[src/sv/b32he_pkg.sv]
// Shared types, constants and the base32 alphabet lookup for the hostname encoder.
`default_nettype none

package b32he_pkg;

    // Most results one input beat can cause: two characters, a flush, one dot.
    localparam int MAX_RESULTS = 4;
    localparam int CNT_W       = $clog2(MAX_RESULTS + 1);

    localparam logic [6:0] DOT_CHAR        = 7'h2E;
    localparam logic [7:0] MAX_INPUT_RESET = 8'd153;
    localparam logic [7:0] BYTES_SAT       = 8'd255;

    // Register word index on the configuration port.
    localparam logic REG_MAX_INPUT_BYTES = 1'b0;

    typedef struct packed {
        logic [3:0] leftover_bits;
        logic [2:0] leftover_count;
        logic [5:0] label_position;
        logic [7:0] bytes_seen;
        logic       overflow_flag;
    } t_state;

    typedef struct packed {
        logic [6:0] symbol;
        logic       symbol_valid;
        logic       run_end;
        logic       message_end;
        logic       too_long;
    } t_result;

    typedef t_result [MAX_RESULTS-1:0] t_result_set;

    // Letters A..Z for groups 0..25, digits 2..7 for groups 26..31.
    function automatic logic [6:0] b32_char(input logic [4:0] grp);
        logic [6:0] ch;
        if (grp < 5'd26) begin
            ch = 7'h41 + {2'b00, grp};
        end else begin
            ch = 7'h18 + {2'b00, grp};
        end
        return ch;
    endfunction

endpackage

`default_nettype wire

[src/sv/b32he_encode.sv]
// Encodes one byte against the current message state into a set of up to four results.
`default_nettype none

module b32he_encode (
    input  wire logic [7:0]                 i_byte_value,
    input  wire logic                       i_last_byte,
    input  wire b32he_pkg::t_state          i_state,
    input  wire logic [7:0]                 i_max_input_bytes,
    output b32he_pkg::t_result_set          o_results,
    output logic [b32he_pkg::CNT_W-1:0]     o_count,
    output b32he_pkg::t_state               o_state
);

    logic       ovf_now;
    logic [7:0] bytes_next;
    logic [4:0] grp0;
    logic [4:0] grp1;
    logic [4:0] grp_fl;
    logic       two;
    logic [2:0] left;
    logic [3:0] lbits;
    logic       flush;
    logic [4:0] grp [3];
    logic [2:0] nchar;
    logic [5:0] pos;
    logic [b32he_pkg::CNT_W-1:0] k;
    b32he_pkg::t_result_set res;

    // A message goes too long once the byte count would pass the limit; it stays so.
    assign ovf_now = i_state.overflow_flag || (i_state.bytes_seen >= i_max_input_bytes);

    always_comb begin
        if (!i_state.overflow_flag && (i_state.bytes_seen != b32he_pkg::BYTES_SAT)) begin
            bytes_next = i_state.bytes_seen + 8'd1;
        end else begin
            bytes_next = i_state.bytes_seen;
        end
    end

    // Split the pending bits plus the new byte into 5-bit groups, MSB first.
    always_comb begin
        grp1 = '0;
        unique case (i_state.leftover_count)
            3'd0: begin
                grp0   = i_byte_value[7:3];
                two    = 1'b0;
                left   = 3'd3;
                lbits  = {1'b0, i_byte_value[2:0]};
                grp_fl = {i_byte_value[2:0], 2'b00};
            end
            3'd1: begin
                grp0   = {i_state.leftover_bits[0], i_byte_value[7:4]};
                two    = 1'b0;
                left   = 3'd4;
                lbits  = i_byte_value[3:0];
                grp_fl = {i_byte_value[3:0], 1'b0};
            end
            3'd2: begin
                grp0   = {i_state.leftover_bits[1:0], i_byte_value[7:5]};
                grp1   = i_byte_value[4:0];
                two    = 1'b1;
                left   = 3'd0;
                lbits  = 4'd0;
                grp_fl = 5'd0;
            end
            3'd3: begin
                grp0   = {i_state.leftover_bits[2:0], i_byte_value[7:6]};
                grp1   = i_byte_value[5:1];
                two    = 1'b1;
                left   = 3'd1;
                lbits  = {3'b000, i_byte_value[0]};
                grp_fl = {i_byte_value[0], 4'b0000};
            end
            default: begin
                grp0   = {i_state.leftover_bits[3:0], i_byte_value[7]};
                grp1   = i_byte_value[6:2];
                two    = 1'b1;
                left   = 3'd2;
                lbits  = {2'b00, i_byte_value[1:0]};
                grp_fl = {i_byte_value[1:0], 3'b000};
            end
        endcase
    end

    assign flush = i_last_byte && (left != 3'd0);

    always_comb begin
        grp[0] = grp0;
        if (two) begin
            grp[1] = grp1;
            grp[2] = grp_fl;
        end else begin
            grp[1] = grp_fl;
            grp[2] = 5'd0;
        end
        nchar = 3'd1 + {2'b00, two} + {2'b00, flush};
    end

    // Place characters in order; a dot goes in front of every character whose
    // position count wraps to zero.
    always_comb begin
        pos = i_state.label_position;
        k   = '0;
        res = '0;
        if (ovf_now) begin
            res[0].too_long = 1'b1;
            k = b32he_pkg::CNT_W'(1);
        end else begin
            for (int c = 0; c < 3; c++) begin
                if (3'(c) < nchar) begin
                    pos = pos + 6'd1;
                    if (pos == 6'd0) begin
                        res[k[1:0]].symbol       = b32he_pkg::DOT_CHAR;
                        res[k[1:0]].symbol_valid = 1'b1;
                        k   = k + b32he_pkg::CNT_W'(1);
                        pos = 6'd1;
                    end
                    res[k[1:0]].symbol       = b32he_pkg::b32_char(grp[c]);
                    res[k[1:0]].symbol_valid = 1'b1;
                    k = k + b32he_pkg::CNT_W'(1);
                end
            end
        end
        for (int i = 0; i < b32he_pkg::MAX_RESULTS; i++) begin
            if (b32he_pkg::CNT_W'(i) == (k - b32he_pkg::CNT_W'(1))) begin
                res[i].run_end     = 1'b1;
                res[i].message_end = i_last_byte;
            end
        end
    end

    always_comb begin
        if (i_last_byte) begin
            o_state = '0;
        end else if (ovf_now) begin
            o_state               = i_state;
            o_state.bytes_seen    = bytes_next;
            o_state.overflow_flag = 1'b1;
        end else begin
            o_state.leftover_bits  = lbits;
            o_state.leftover_count = left;
            o_state.label_position = pos;
            o_state.bytes_seen     = bytes_next;
            o_state.overflow_flag  = 1'b0;
        end
    end

    assign o_results = res;
    assign o_count   = k;

endmodule

`default_nettype wire

[src/sv/base32_hostname_encoder.sv]
// Streaming unpadded base32 encoder that splits its output into dotted hostname labels.
//
// Input channel: one message byte per beat (i_byte_value, i_last_byte), taken when
// i_in_valid is high and o_in_stall is low. Output channel: one result per beat
// (character or too-long status, with run_end and message_end marks), delivered
// when o_out_valid is high and i_out_stall is low. max_input_bytes is written over
// the APB port at byte address 0; reads return it, pready is always high.
// The first result of a byte passes the input register, then the result buffer,
// before it reaches the output. Each byte causes one to four results and the
// output moves one result per cycle while i_out_stall is low; the next byte is
// loaded in the cycle its predecessor's last result leaves, giving one byte per
// cycle for single results when the receiver does not stall.
// When the receiver stalls, the result buffer holds and the input register fills,
// after which o_in_stall rises. Reset empties both, clears the message state and
// sets max_input_bytes to 153.
`default_nettype none

module base32_hostname_encoder (
    input  wire logic        i_clk,
    input  wire logic        i_rst_n,
    input  wire logic        i_in_valid,
    output logic             o_in_stall,
    input  wire logic [7:0]  i_byte_value,
    input  wire logic        i_last_byte,
    output logic             o_out_valid,
    input  wire logic        i_out_stall,
    output logic [6:0]       o_symbol,
    output logic             o_symbol_valid,
    output logic             o_run_end,
    output logic             o_message_end,
    output logic             o_too_long,
    input  wire logic        psel,
    input  wire logic        penable,
    input  wire logic        pwrite,
    input  wire logic [2:0]  paddr,
    input  wire logic [31:0] pwdata,
    output logic [31:0]      prdata,
    output logic             pready
);

    logic                           r_in_valid;
    logic                           n_in_valid;
    logic [7:0]                     r_in_byte;
    logic                           r_in_last;
    b32he_pkg::t_state              r_state;
    logic [7:0]                     r_max;
    b32he_pkg::t_result_set         r_buf;
    b32he_pkg::t_result_set         n_buf;
    logic [b32he_pkg::CNT_W-1:0]    r_cnt;
    logic [b32he_pkg::CNT_W-1:0]    n_cnt;

    b32he_pkg::t_result_set         enc_results;
    logic [b32he_pkg::CNT_W-1:0]    enc_count;
    b32he_pkg::t_state              enc_state;

    logic in_take;
    logic out_take;
    logic buf_free;
    logic load;
    logic cfg_wr;

    b32he_encode u_encode (
        .i_byte_value      (r_in_byte),
        .i_last_byte       (r_in_last),
        .i_state           (r_state),
        .i_max_input_bytes (r_max),
        .o_results         (enc_results),
        .o_count           (enc_count),
        .o_state           (enc_state)
    );

    assign out_take = o_out_valid && !i_out_stall;
    // The buffer can take a new byte's results when it is empty or its last entry leaves now.
    assign buf_free = (r_cnt == '0) || ((r_cnt == b32he_pkg::CNT_W'(1)) && out_take);
    assign load     = r_in_valid && buf_free;
    assign o_in_stall = r_in_valid && !load;
    assign in_take  = i_in_valid && !o_in_stall;

    always_comb begin
        if (in_take) begin
            n_in_valid = 1'b1;
        end else if (load) begin
            n_in_valid = 1'b0;
        end else begin
            n_in_valid = r_in_valid;
        end
    end

    always_comb begin
        n_buf = r_buf;
        n_cnt = r_cnt;
        if (load) begin
            n_buf = enc_results;
            n_cnt = enc_count;
        end else if (out_take) begin
            for (int i = 0; i < b32he_pkg::MAX_RESULTS - 1; i++) begin
                n_buf[i] = r_buf[i + 1];
            end
            n_buf[b32he_pkg::MAX_RESULTS-1] = '0;
            n_cnt = r_cnt - b32he_pkg::CNT_W'(1);
        end
    end

    assign cfg_wr = psel && penable && pwrite && pready
                    && (paddr[2] == b32he_pkg::REG_MAX_INPUT_BYTES);

    always_ff @(posedge i_clk) begin
        if (!i_rst_n) begin
            r_in_valid <= 1'b0;
            r_state    <= '0;
            r_max      <= b32he_pkg::MAX_INPUT_RESET;
            r_cnt      <= '0;
        end else begin
            r_in_valid <= n_in_valid;
            r_cnt      <= n_cnt;
            if (load) begin
                r_state <= enc_state;
            end
            if (cfg_wr) begin
                r_max <= pwdata[7:0];
            end
        end
    end

    always_ff @(posedge i_clk) begin
        if (in_take) begin
            r_in_byte <= i_byte_value;
            r_in_last <= i_last_byte;
        end
        r_buf <= n_buf;
    end

    assign o_out_valid    = (r_cnt != '0);
    assign o_symbol       = r_buf[0].symbol;
    assign o_symbol_valid = r_buf[0].symbol_valid;
    assign o_run_end      = r_buf[0].run_end;
    assign o_message_end  = r_buf[0].message_end;
    assign o_too_long     = r_buf[0].too_long;

    assign pready = 1'b1;
    assign prdata = (paddr[2] == b32he_pkg::REG_MAX_INPUT_BYTES) ? {24'd0, r_max} : 32'd0;

    a_cnt_range: assert property (@(posedge i_clk) disable iff (!i_rst_n)
        r_cnt <= b32he_pkg::CNT_W'(b32he_pkg::MAX_RESULTS))
        else $error("result buffer count out of range");

    a_more_pending: assert property (@(posedge i_clk) disable iff (!i_rst_n)
        (o_out_valid && !o_run_end) |-> (r_cnt >= b32he_pkg::CNT_W'(2)))
        else $error("byte's results end without a run_end mark");

    a_msg_end_run_end: assert property (@(posedge i_clk) disable iff (!i_rst_n)
        (o_out_valid && o_message_end) |-> o_run_end)
        else $error("message_end without run_end");

    a_state_cleared: assert property (@(posedge i_clk) disable iff (!i_rst_n)
        (load && r_in_last) |=> (r_state == '0))
        else $error("message state not cleared after last byte");

endmodule

`default_nettype wire

[config.mk]
export PLATFORM = sky130hd
export DESIGN_NAME = base32_hostname_encoder
export DESIGN_NICKNAME = d
export VERILOG_FILES = /design/src/sv/b32he_pkg.sv /design/src/sv/b32he_encode.sv /design/src/sv/base32_hostname_encoder.sv
export SDC_FILE = /design/constraint.sdc
export NUM_CORES = 1
export LEC_CHECK = 0
export BUFFER_PORTS_ARGS = -buffer_cell sky130_fd_sc_hd__clkbuf_2
export CAP_MARGIN = 20
export CORE_ASPECT_RATIO = 0.7
export CORE_MARGIN = 3
export CORE_UTILIZATION = 64
export DETAILED_ROUTE_END_ITERATION = 10
export HOLD_SLACK_MARGIN = 0.06
export PLACE_DENSITY = 0.88
export SYNTH_ARGS = -nofsm -noshare
export SYNTH_HDL_FRONTEND = slang
export SYNTH_HIERARCHICAL = 1
export SYNTH_SLANG_ARGS = --single-unit
[constraint.sdc]
create_clock -name i_clk -period 19.65 [get_ports i_clk]
set_input_delay 1.965 -clock i_clk [delete_from_list [all_inputs] [get_ports i_clk]]
set_output_delay 1.965 -clock i_clk [all_outputs]
set_load 0.02 [all_outputs]
==> impl_metrics.yaml <==
run_status:
  run_status: "finished, final reports clean"
critical_path:
  timing.rr.end: "r_buf[35]"
  critical_path_peak_fanout: 29
  setup.worst_path.end_class: "flop"
  startpoint_type: "flop"
  cp_data_arrival_time_ns: 7.38
  reg2reg_setup_slack_ns: 12.36
  worstReg2RegStart: "r_state[17]"
  ff2ff_path_depth: 25
  worst-endpoint-required_ns: 19.74
  criticalPathCategory: "flop to flop"
logic_synthesis:
  syn_inst: 888
  postSynthRegisterBits: 87
  avgSynthCellArea_um2: 7.96
  ys_async_sr_fraction_pct: 0
  ys_dominant_reg_cell: "edfxtp_1"
  synth-seq-area-share_pct: 32.2
  post_synth_instance_area_um2: 7070
  synth_enable_flop_cells: 53
  netlist-cell-type-count: 79
  yosysWarnings: 6
global_routing:
  grt_pass1_wl_um: 27800
  grt_antenna_before_repair: 0
  gr-usage-all-layers_pct: 27.6
  globalRouteOverflowTotal: 0
  first_global_vias: 5657
  grt_max_degree: 69
floorplan:
  design.core.area_um2: 10600
  initial_core_util_pct: 67.0
  die_x_um: 132
  die-area_um2: 12400
  top_level_ports: 97
  vert_die_dim_um: 93.9
  floorplan.rows: 31
clock_network:
  cts_inserted_buffers: 9
  clock_tree.htree_level_count: 3
  clkLatencyLatePin_ns: 0.34
  sink_count: 87
  post_cts_hold_buffer_count: 0
  number_of_buffers_inserted_by_post_cts_setup_repair: 0
  post_cts_resize_count: 0
  clk_pin_slew_ns: 0.06
  tritoncts: "done"
  clock_path_buffers: 2
  clock_tree.root_cell: "clkbuf_16"
sta:
  fin_crit_ns: 7.29
  max_freq_mhz: 137
  skew_ns: 0.00725
  setup_viol_count_final: 0
  grt_setup_unrepaired: "false"
  slew_viol_final: 0
  max_slew_margin_pct: 29.9
  setup_total_negative_slack_ns: 0
  final.setup.worst_slack_ns: 12.36
  timing.final.hold_violations: 0
  worst_slew_pin_slew_ns: 1.05
  timing.final.crit_share_pct: 37.1
detailed_routing:
  post_route_drc_violation_count: 0
  number_of_vias_after_detailed_routing: 6269
  vias_per_cell: 6.01
  drt_pre_antenna_iters: 7
  wl_per_cell_um: 16.1
  drtIter0Drc: 712
  total_wirelength_um: 16800
  detail-route-antenna-nets: 0
power_and_ir_drop:
  switching_share_pct: 42.3
  power_report.internal_total_uw: 531
  power.density_cell_area_nw_per_um2: 124
  total_leakage_power_uw: 0.00311
  logic_pwr_share_pct: 47.2
  seq_power_share_pct: 32.6
  net_switching_uw: 389
  vdd.ir_drop.worst_v: 0.0000629
  share_clk_of_total_power_pct: 20.2
  design_power_total_uw: 920
layout:
  commonest_cells_after_routing_fill_and_taps_aside: "nand2_1, nor2_1, edfxtp_1"
  layout_commonest_cell: "nand2_1"
  final_layout_size_suffix_gt1_share_pct: 10.7
  insertedDiodeCount: 0
  n_fill_cell: 871
  final_nets: 980
  area_delta_synth_final_pct: 5.10
worst_hold_path:
  hold_path_end: "r_max[5]"
  min_delay_path_depth: 2
  beginning_of_the_worst_hold_path: "r_max[5]"
  class_of_the_tightest_hold_or_removal_check: "flop to flop"
job:
  cap_viol_max_count: 0
placement:
  gp_congestion: 0.942
  place_hpwl_um: 11600
  place_worst_setup_slack_ns: 12.55
  buffer_ports.inserted: 45
==> power groups by stage <==
| stage | Clock, uW | Sequential, uW | Combinational, uW |
|---|---|---|---|
| floorplan | 0 | 300 | 334 |
| global placement | 0 | 300 | 406 |
| detailed placement | 0 | 304 | 416 |
| CTS | 188 | 300 | 423 |
| global route | 197 | 306 | 481 |
| finish | 186 | 300 | 434 |
==> kinds of logic (layout without fill, tap and decap cells) <==
kind of cell / after synthesis / count (layout) / share of synthesized area, %
AND/OR/NAND/NOR: 400 / 400 / 26.0
AO/OA/AOI/OAI: 181 / 181 / 17.7
buffers and inverters: 121 / 103 / 9.23
flip-flops: 87 / 87 / 32.2
adder cells (fa/ha/maj): 39 / 39 / 6.91
multiplexers: 29 / 29 / 4.23
XOR/XNOR: 27 / 27 / 3.56
other: 4 / 29 / 0.212
==> metrics by stage <==
stage               instance area [um^2]  hold slack (ns)  utilization, %  cells
finish                              7430            0.469            70.4   1043
global route                        7430            0.504            70.4   1043
CTS                                 7430            0.469            70.4   1043
detailed placement                  7100            0.460            67.3   1027
global placement                    7100            0.456            67.3   1027
floorplan                           7160            0.434               -    913
==> area by class of cell <==
cell class | count | area [um^2] | share of cell area [%]
inverter | 37 | 139 | 1.87
clock buffer | 10 | 229 | 3.08
sequential | 87 | 2270 | 30.6
timing repair buffer | 50 | 263 | 3.54
tap | 148 | 185 | 2.49
multi-input combinational | 705 | 4250 | 57.2
clock inverter | 6 | 92.6 | 1.25
==> layer usage <==
layer,share of wire [%],global-route usage (%),vias up,routed length (um)
met5,0,0,-,0
met4,1.1,6.91,0,184
met3,9.8,6.21,26,1650
met2,44,42.9,304,7430
met1,45,39.1,2939,7550
li1,-,-,3000,-
==> Yosys cell counts (3+ instances only) <==
| cell type | n | share of area [%] |
|---|---|---|
| buf_4 | 41 | 4.4 |
| nor3_1 | 7 | 0.50 |
| a21oi_1 | 50 | 3.5 |
| clkbuf_1 | 24 | 1.3 |
| o31ai_1 | 3 | 0.32 |
| buf_2 | 11 | 0.78 |
| a22oi_1 | 4 | 0.43 |
| inv_1 | 36 | 1.9 |
| o21ai_0 | 21 | 1.5 |
| o211ai_1 | 6 | 0.64 |
| nand4_1 | 6 | 0.53 |
| mux2_2 | 6 | 0.96 |
| dfxtp_1 | 34 | 9.6 |
| edfxtp_1 | 53 | 23 |
| and3_1 | 9 | 0.80 |
| xor2_1 | 8 | 0.99 |
| nor2b_1 | 18 | 1.6 |
| buf_6 | 4 | 0.64 |
| a211oi_1 | 13 | 1.4 |
| nand3_1 | 26 | 1.8 |
| ha_1 | 39 | 6.9 |
| buf_1 | 4 | 0.21 |
| a22o_1 | 4 | 0.50 |
| nor2_1 | 55 | 2.9 |
| a21boi_1 | 26 | 2.8 |
| nand2b_1 | 7 | 0.62 |
| xnor2_1 | 17 | 2.1 |
| conb_1 | 4 | 0.21 |
| o21ai_1 | 5 | 0.35 |
| a21o_1 | 5 | 0.53 |
| nand2_1 | 221 | 12 |
| or3_1 | 6 | 0.53 |
| mux2i_1 | 22 | 3.1 |
| and2_1 | 20 | 1.8 |
| a31oi_1 | 7 | 0.62 |
| o21a_1 | 3 | 0.32 |
| nor3b_1 | 4 | 0.43 |
| o221a_2 | 3 | 0.48 |
==> worst max-delay path, stage by stage, from the launching register on <==
cell and delay, ns:
dfxtp_1 0.80, nand2b_1 0.27, nor2_1 0.08, nor2_1 0.17, inv_1 0.09, ha_1 0.52
and2_1 0.43, nor2_1 0.33, a21oi_1 0.15, ha_1 0.31, a311o_1 0.30, and3_1 0.23
nand3_1 0.22, a21oi_1 0.23, ha_1 0.28, or3_1 0.44, a211oi_1 0.26, buf_4 0.24
nor2_1 0.07, a21oi_1 0.25, ha_1 0.28, nand2_1 0.18, mux2i_1 0.32, xnor2_2 0.20
and4_1 0.24, and2_1 0.14
==> registers in the layout, indices dropped and copies added (netlist names) <==
signal          count
r_max               8
r_cnt               3
o_run_end           1
o_message_end       1
o_too_long          1
r_in_last           1
r_state            22
o_symbol_valid      1
r_in_valid          1
o_symbol            7
r_in_byte           8
r_buf              33
==> worst max-delay path by stage <==
stage,from,end,slack (ns),depth (start not counted)
global route,r_state[16],r_buf[12],11.89,26
finish,r_state[17],r_buf[35],12.36,25
detailed placement,r_state[16],r_buf[35],12.55,25
floorplan,r_state[15],r_buf[35],13.51,28
global placement,r_state[16],r_buf[35],12.73,25
CTS,r_state[16],r_buf[35],12.53,25
(Power assumes the default switching activity.)
